[config.mk]
export PLATFORM = sky130hd
export DESIGN_NAME = bve_ctrl
export DESIGN_NICKNAME = d
export VERILOG_FILES = /design/src/rtl/bit_vector_engine_unit_assert.svh /design/src/rtl/bve_pkg.sv /design/src/rtl/bve_ctrl.sv
export SDC_FILE = /design/constraint.sdc
export NUM_CORES = 1
export LEC_CHECK = 0
export BUFFER_PORTS_ARGS = -buffer_cell sky130_fd_sc_hd__buf_2
export CAP_MARGIN = 10
export CORE_AREA = 2 2 39 41
export CTS_CLUSTER_SIZE = 40
export DETAILED_ROUTE_END_ITERATION = 10
export DIE_AREA = 0 0 41 43
export GPL_ROUTABILITY_DRIVEN = 0
export GPL_TIMING_DRIVEN = 0
export PLACE_DENSITY = 0.41
export SYNTH_ARGS = -nofsm -noshare
export SYNTH_HDL_FRONTEND = slang
export SYNTH_SLANG_ARGS = --single-unit
[constraint.sdc]
create_clock -name clock -period 1.06 [get_ports clock]
set_input_delay 0.106 -clock clock [delete_from_list [all_inputs] [get_ports clock]]
set_output_delay 0.106 -clock clock [all_outputs]
set_load 0.005 [all_outputs]
[src/rtl/bit_vector_engine_unit_assert.svh]
// Assertion macros for the bit vector engine.
// Included by the top level; set NO_ASSERTIONS to compile them out.
`ifndef BIT_VECTOR_ENGINE_UNIT_ASSERT_SVH
`define BIT_VECTOR_ENGINE_UNIT_ASSERT_SVH
`ifndef NO_ASSERTIONS
`define BVE_ASSERT_IMPL(label, clk, rst, ante, cons) \
   label: assert property (@(posedge clk) disable iff (rst) (ante) |-> (cons)) \
      else $error("bve check failed");
`define BVE_ASSERT_NEXT(label, clk, rst, ante, cons) \
   label: assert property (@(posedge clk) disable iff (rst) (ante) |=> (cons)) \
      else $error("bve check failed");
`else
`define BVE_ASSERT_IMPL(label, clk, rst, ante, cons)
`define BVE_ASSERT_NEXT(label, clk, rst, ante, cons)
`endif
`endif

[src/rtl/bve_pkg.sv]
// Shared types and constants for the bit vector engine.
// No dependencies.
package bve_pkg;
   localparam int CAPACITY_WORDS_DEF = 16;
   localparam int WORD_BITS_DEF = 64;
   localparam int LEN_W = 11;
   localparam int KIND_W = 4;
   localparam int OPB_W = 7;
   localparam int OPW_W = 64;

   localparam logic [3:0] K_READ = 4'd0;
   localparam logic [3:0] K_WRITE = 4'd1;
   localparam logic [3:0] K_APPEND = 4'd2;
   localparam logic [3:0] K_SETALL = 4'd3;
   localparam logic [3:0] K_FLIP = 4'd4;
   localparam logic [3:0] K_CLEAR = 4'd5;
   localparam logic [3:0] K_OR = 4'd6;
   localparam logic [3:0] K_AND = 4'd7;
   localparam logic [3:0] K_XOR = 4'd8;
   localparam logic [3:0] K_SHL = 4'd9;
   localparam logic [3:0] K_SHR = 4'd10;
   localparam logic [3:0] K_NEW = 4'd11;

   localparam logic [1:0] ST_OK = 2'd0;
   localparam logic [1:0] ST_RANGE = 2'd1;
   localparam logic [1:0] ST_OVER = 2'd2;

   typedef enum logic [2:0] {
      S_IDLE, S_SETUP, S_SWEEP, S_SCAN, S_DONE
   } state_type;

   // controller -> datapath
   typedef struct packed {
      logic load;    // capture item, compute single-word op and new length
      logic sweep;   // write one word of the whole-vector op
      logic scan;    // fold one word into none/all flags
      logic clr_cnt; // restart word counter
      logic adv;     // advance word counter
   } cmd_type;

   // datapath -> controller
   typedef struct packed {
      logic whole;   // item needs a sweep over all words
      logic last;    // counter at last word
   } sts_type;
endpackage

[src/rtl/bve_ctrl.sv]
// Controller for the bit vector engine: sequences sweep and flag scan.
// Depends on bve_pkg.
module bve_ctrl import bve_pkg::*; (
   input  logic    clock,
   input  logic    reset,
   input  logic    req_valid,
   output logic    req_stall,
   output logic    rsp_valid,
   input  logic    rsp_stall,
   input  sts_type sts,
   output cmd_type cmd
);
   state_type state_ff, state_in;

   always_ff @(posedge clock) begin
      if (reset) state_ff <= S_IDLE;
      else state_ff <= state_in;
   end

   always_comb begin
      state_in = state_ff;
      case (state_ff)
         S_IDLE: if (req_valid) state_in = S_SETUP;
         S_SETUP: state_in = sts.whole ? S_SWEEP : S_SCAN;
         S_SWEEP: if (sts.last) state_in = S_SCAN;
         S_SCAN: if (sts.last) state_in = S_DONE;
         S_DONE: if (!rsp_stall) state_in = S_IDLE;
         default: state_in = S_IDLE;
      endcase
   end

   always_comb begin
      cmd = '0;
      req_stall = 1'b1;
      rsp_valid = 1'b0;
      case (state_ff)
         S_IDLE: begin
            req_stall = 1'b0;
            cmd.load = req_valid;
         end
         S_SETUP: cmd.clr_cnt = 1'b1;
         S_SWEEP: begin
            cmd.sweep = 1'b1;
            cmd.adv = 1'b1;
            cmd.clr_cnt = sts.last;
         end
         S_SCAN: begin
            cmd.scan = 1'b1;
            cmd.adv = 1'b1;
         end
         S_DONE: rsp_valid = 1'b1;
         default: ;
      endcase
   end
endmodule

==> flow_summary.toml, run 1 <==
[status]
status = "finished with violations"
violations = "negative setup slack"

[logic_synthesis]
synthesis.nets = 30
ys_top_cells_by_count = "nor2_1, dfxtp_1, a21oi_1"
synth.distinct_cells = 18
synth-warning-count = 0
synth_fa_ha_area_share_pct = 0
synth-xor-area-share_pct = 4.49
synth_area_per_cell_um2 = 8.13
syn_area_um2 = 195
synth-simple-area-share_pct = 39.7
synth-async-reset-ratio_pct = 0
synthCells = 24
synthMuxAreaShare_pct = 0
synth_compound_area_share_pct = 17.3
yosysTopAreaCellShare_pct = 30.8
ys_ff_latch = 3
yosysTopAreaCell = "dfxtp_1"
post-synth-top-count-cell = "nor2_1"
yosysSeqAreaShare_pct = 30.8
synth_edf_count = 0
synth_top_family_by_area = "simple AND/OR/NAND/NOR gates"
synth_ff_type = "dfxtp_1"
yosys-top-cells-area = "dfxtp_1, nor2_1, buf_6, a21oi_1, a32oi_1"

[sta]
worstMarginPinSlew_ns = 0.189
final-hold-violation-count = 0
max_slew_margin_pct = 87.3
finalCriticalPeriod_ns = 1.23
setup-tns-final_ns = -0.653
rsz0062_at_grt = "true"
fmax_mhz = 812
finClkSkew_ns = 0.00295
whs_ns = 0.0673
finalCritPeriodShare_pct = 116
fin_ws_ns = -0.172
setup_violations = 6
slew_violations = 0

[cts]
cts.sinks = 3
clk_latency_ns = 0.23
clockRootBuffer = "clkbuf_4"
tritoncts = "yes"
ctsLongestPathBuffers = 2
htreeDepth = 1
numCtsBuffers = 3
clk_pin_slew_ns = 0.04
ctsHoldBuffers = 0

[worst_hold_path]
holdPathStages = 2
min_to = "state_ff[1]"
holdCritPathClass = "input port to flop"
hp-start = "reset"

[global_routing]
grt_max_degree = 10
grt_first_pass_wirelength_um = 855
gr-total-overflow = 0
antenna_found_initial = 0
grt.total_usage_pct = 7.62
grt_pass1_vias = 236

[die]
rows = 14
die_area_um2 = 1760
pin_count = 13
core_area_um2 = 1380
die_h_um = 43
initial_utilization_pct = 14.1
die_w_um = 41

[finish]
regMostFlops = "state_ff"
finish.instance_area_um2 = 363
multi_input_area_um2 = 143
n_fill_cell = 166
antenna_cells = 0
nets = 51
seq_area_um2 = 68.8
largestRegisters = "state_ff x3"
drive_gt1_share_pct = 61.4
syn2layout_area_growth_pct = 85.9
largest_reg_flops = 3

[drt]
vias_per_cell = 4.08
finalWirelength_um = 548
drtIter0Drc = 6
route.met2.wl_um = 306
routed-wl-met3_um = 38
wl_met1_um = 202
route.detailed.drc = 0
first_pass_iters = 3
drtAntennaViolNets = 0
vias = 245
dr.max_layer_used = "met3"
routedWlPerCell_um = 9.13

[placement]
placedInstanceArea_um2 = 275
pre_cts_ws_ns = -0.00711
dpl.hpwl_um = 380
port-buffer-count = 12

[run]
maxCapViolations = 0

[worst_setup_path]
start_kind = "flop"
r2r-end = "state_ff[2]"
r2r_start = "state_ff[2]"
required_ns = 0.95
cp_max_fo = 5
end_kind = "output pin"
critical_path_class = "flop to output pin"
r2r_slack_ns = 0.05
worst_r2r_path_depth = 4
worstPathArrival_ns = 1.13

[power]
max-vdd-ir-drop_mv = 0.355
p_leak_uw = 0.000182
powerDensity_nw_per_um2 = 1490
==> stage by stage <==
stage | power [uW] | util [%] | std cells
after CTS | 537 | 25.0 | 60
after global placement | 287 | 19.9 | 52
after detailed placement | 287 | 19.9 | 52
final | 539 | 26.2 | 60
after global routing | 586 | 26.2 | 60
after floorplan | 228 | - | 24
==> where the power goes <==
group          internal (uW)  switching [uW]
Clock                    141            58.0
Combinational            120            68.6
Sequential               128            23.4
Total                    389             150
==> routing by layer <==
metal | track usage (%) | up-vias
met5 | 0 | -
li1 | - | 123
met3 | 2.62 | 0
met1 | 6.41 | 115
met4 | 8.00 | 0
met2 | 12.2 | 7
==> critical path: stages (launching register included) <==
cell and delay (ns):
dfxtp_4 0.35, or3_4 0.37, nor2_2 0.07, buf_2 0.11
==> layout by cell type, fill, tap and decap left out, types with 2 or more instances in the layout <==
master,count
buf_2,12
buf_4,4
clkbuf_4,3
a21oi_1,2
nor2_1,2
dfxtp_4,2
==> kinds of logic after synthesis <==
| family | after synthesis |
|---|---|
| and+or+nand+nor | 13 |
| xor gates and xnor gates | 1 |
| DFF | 3 |
| AOI/OAI and AO/OA | 5 |
| buffers and inverters | 2 |
==> worst max path at each step <==
stage,start,to,slack [ns],cells after the start
global placement,state_ff[2],cmd[4],0.006,3
floorplan,state_ff[0],cmd[4],0.09,3
CTS,state_ff[2],cmd[4],-0.21,3
finish,state_ff[0],cmd[4],-0.17,3
global route,state_ff[2],cmd[4],-0.24,3
detailed placement,state_ff[2],cmd[4],-0.007,3
==> timing repair <==
item | 4_1_cts | 5_1_grt
buffers inserted | 5 | 0
gates resized for setup | 8 | 4
cloned | 0 | 0
setup endpoints to repair | 7 | 9
pin swaps | 3 | 5
==> cell type report <==
type	count	share of cell area [%]
flip-flops and latches	3	19.0
multi-input cells	19	39.3
inverters	1	1.03
clock buffers	4	7.24
well taps	16	5.52
repair buffers	17	27.9
No activity file was read; power rests on OpenSTA's default activity.
==> inputs of run 2 (changes only) <==
Settings changed: PLACE_DENSITY 0.41 to 0.42, RECOVER_POWER from default to 25.
Clock period 1.06 ns to 1 ns, I/O delays scaled along.
==> run 2 against run 1 <==
The run still ends with negative setup slack left. First-iteration DRC count decreased by 100%. Final cell count fell by 3.3%. Die area did not move. Cell area shrank 6.2%. Clock power grew 5%. Global-route usage grew 0.41 points. Critical path depth unchanged. Sequential power grew 7%. Hold slack gained 0.0025 ns. Critical endpoint unchanged. Largest power group unchanged.
==> flow_summary.toml, run 2 (same netlist as run 1, synthesis figures left out) <==
[worst_setup_path]
cp_cell_sequence = "or3_4 -> nor2_2 -> buf_2"
required_ns = 0.90
crit_family = "simple AND/OR/NAND/NOR gates"
cpPeakStageDelay_ns = 0.38
critical_path_class = "flop to output pin"
cp_max_fo = 5
end_kind = "output pin"
r2r-end = "state_ff[2]"
r2r_slack_ns = -0.10
crit_end = "cmd[4]"
r2r_start = "state_ff[2]"
worst_r2r_path_depth = 5
start_kind = "flop"
crit_buf_inv = 1
critPathLaunch = "state_ff[2]"
slowest_stage = "or3_4"
cp.depth = 3
worstPathArrival_ns = 1.16

[finish]
largestRegisters = "state_ff x3"
finish.instance_area_um2 = 340
fin_cells = 58
regMostFlops = "state_ff"
antenna_cells = 0
nets = 49
drive_gt1_share_pct = 57.1
largest_reg_flops = 3
syn2layout_area_growth_pct = 74.4
n_fill_cell = 162
layout_commonest_cell = "buf_2"
mostFrequentLayoutCells = "buf_2, nor2_1, clkbuf_4"

[sta]
fin_ws_ns = -0.259
slew_violations = 0
finClkSkew_ns = 0.000996
setup_violations = 7
max_slew_margin_pct = 84.5
finalCriticalPeriod_ns = 1.26
worstMarginPinSlew_ns = 0.230
fmax_mhz = 794
finalCritPeriodShare_pct = 126
setup-tns-final_ns = -1.18
final-hold-violation-count = 0
rsz0062_at_grt = "true"

[status]
status = "finished with violations"
violations = "negative setup slack"

[worst_hold_path]
holdCritPathClass = "input port to flop"

[cts]
tritoncts = "yes"
htreeDepth = 1
numCtsBuffers = 3
clk_pin_slew_ns = 0.03
ctsLongestPathBuffers = 2
clk_latency_ns = 0.23
clockRootBuffer = "clkbuf_4"
cts.sinks = 3
ctsHoldBuffers = 0

[die]
die_area_um2 = 1760
die_h_um = 43
initial_utilization_pct = 14.1
rows = 14
core_area_um2 = 1380
die_w_um = 41
pin_count = 13

[global_routing]
grt_first_pass_wirelength_um = 903
antenna_found_initial = 0
grt_pass1_vias = 218
grt.total_usage_pct = 8.03
gr-total-overflow = 0
grt_max_degree = 10

[drt]
finalWirelength_um = 536
vias = 220
drtIter0Drc = 0
vias_per_cell = 3.79
drtAntennaViolNets = 0
first_pass_iters = 1
routedWlPerCell_um = 9.24
route.detailed.drc = 0

[run]
maxCapViolations = 0

[placement]
placedInstanceArea_um2 = 275
port-buffer-count = 12
place_inst = 52

[power]
max-vdd-ir-drop_mv = 0.464
p_leak_uw = 0.000171
powerDensity_nw_per_um2 = 1560
totalPowerFinal_uw = 532
-- run 2: changes by cell type in the layout (fill, tap and decap cells not counted) --
cell / change
a32oi_1: -1
nor2_1: +1
nor2b_1: +1
nor2b_4: -1
nor2_4: -1
buf_4: -2
a32oi_2: +1
-- run 2: worst register-to-register path: stages (launching register included) --
cell	delay (ns)
dfxtp_4	0.35
buf_4	0.12
and3b_1	0.18
buf_4	0.13
a32oi_2	0.14
nor2_1	0.06
-- run 2: metrics by stage --
| step | util (%) | hold slack [ns] | worst slack, ns |
|---|---|---|---|
| 2_1_floorplan | - | 0.172 | 0.0364 |
| 6_report | 24.6 | 0.0698 | -0.259 |
| 5_1_grt | 24.6 | 0.0726 | -0.318 |
| 3_5_place_dp | 19.9 | 0.313 | -0.0490 |
| 4_1_cts | 23.1 | 0.0589 | -0.274 |
| 3_3_place_gp | 19.9 | 0.312 | -0.0462 |
-- run 2: metal layers --
metal | vias up | part of all wire (%) | GRT usage, %
met5 | - | 0 | 0
met4 | 0 | 0 | 10.0
met3 | 0 | 11 | 1.57
met2 | 11 | 42 | 9.38
met1 | 90 | 47 | 10.3
li1 | 119 | - | -
-- run 2: worst min path at each step --
stage	from	endpoint	slack [ns]	cells after the start
after CTS	reset	state_ff[2]	0.06	2
after global placement	reset	state_ff[2]	0.31	2
after detailed placement	reset	state_ff[2]	0.31	2
final	reset	state_ff[2]	0.07	2
after floorplan	reset	state_ff[2]	0.17	1
after global routing	reset	state_ff[2]	0.07	2
-- run 2: power breakdown --
| group | switching [uW] | internal, uW | total [uW] | leakage, uW |
|---|---|---|---|---|
| sequential | 26.8 | 135 | 162 | 0.0000264 |
| combinational | 63.9 | 97.3 | 161 | 0.000130 |
| clock | 59.1 | 149 | 208 | 0.0000150 |
| total | 150 | 382 | 532 | 0.000171 |
-- run 2: timing repair --
item | 4_1_cts | 5_1_grt
setup buffers | 2 | 1
setup endpoints to repair | 7 | 9
pin swaps | 1 | 1
gates resized for setup | 2 | 8
-- run 2: final cells by class --
class	count	area, um2	share of cell area, %
inverter	1	3.75	1.10
clock buffer	4	26.3	7.72
timing repair buffer	15	86.3	25.4
sequential	3	68.8	20.2
multi-input combinational	19	135	39.7
tap	16	20.0	5.88
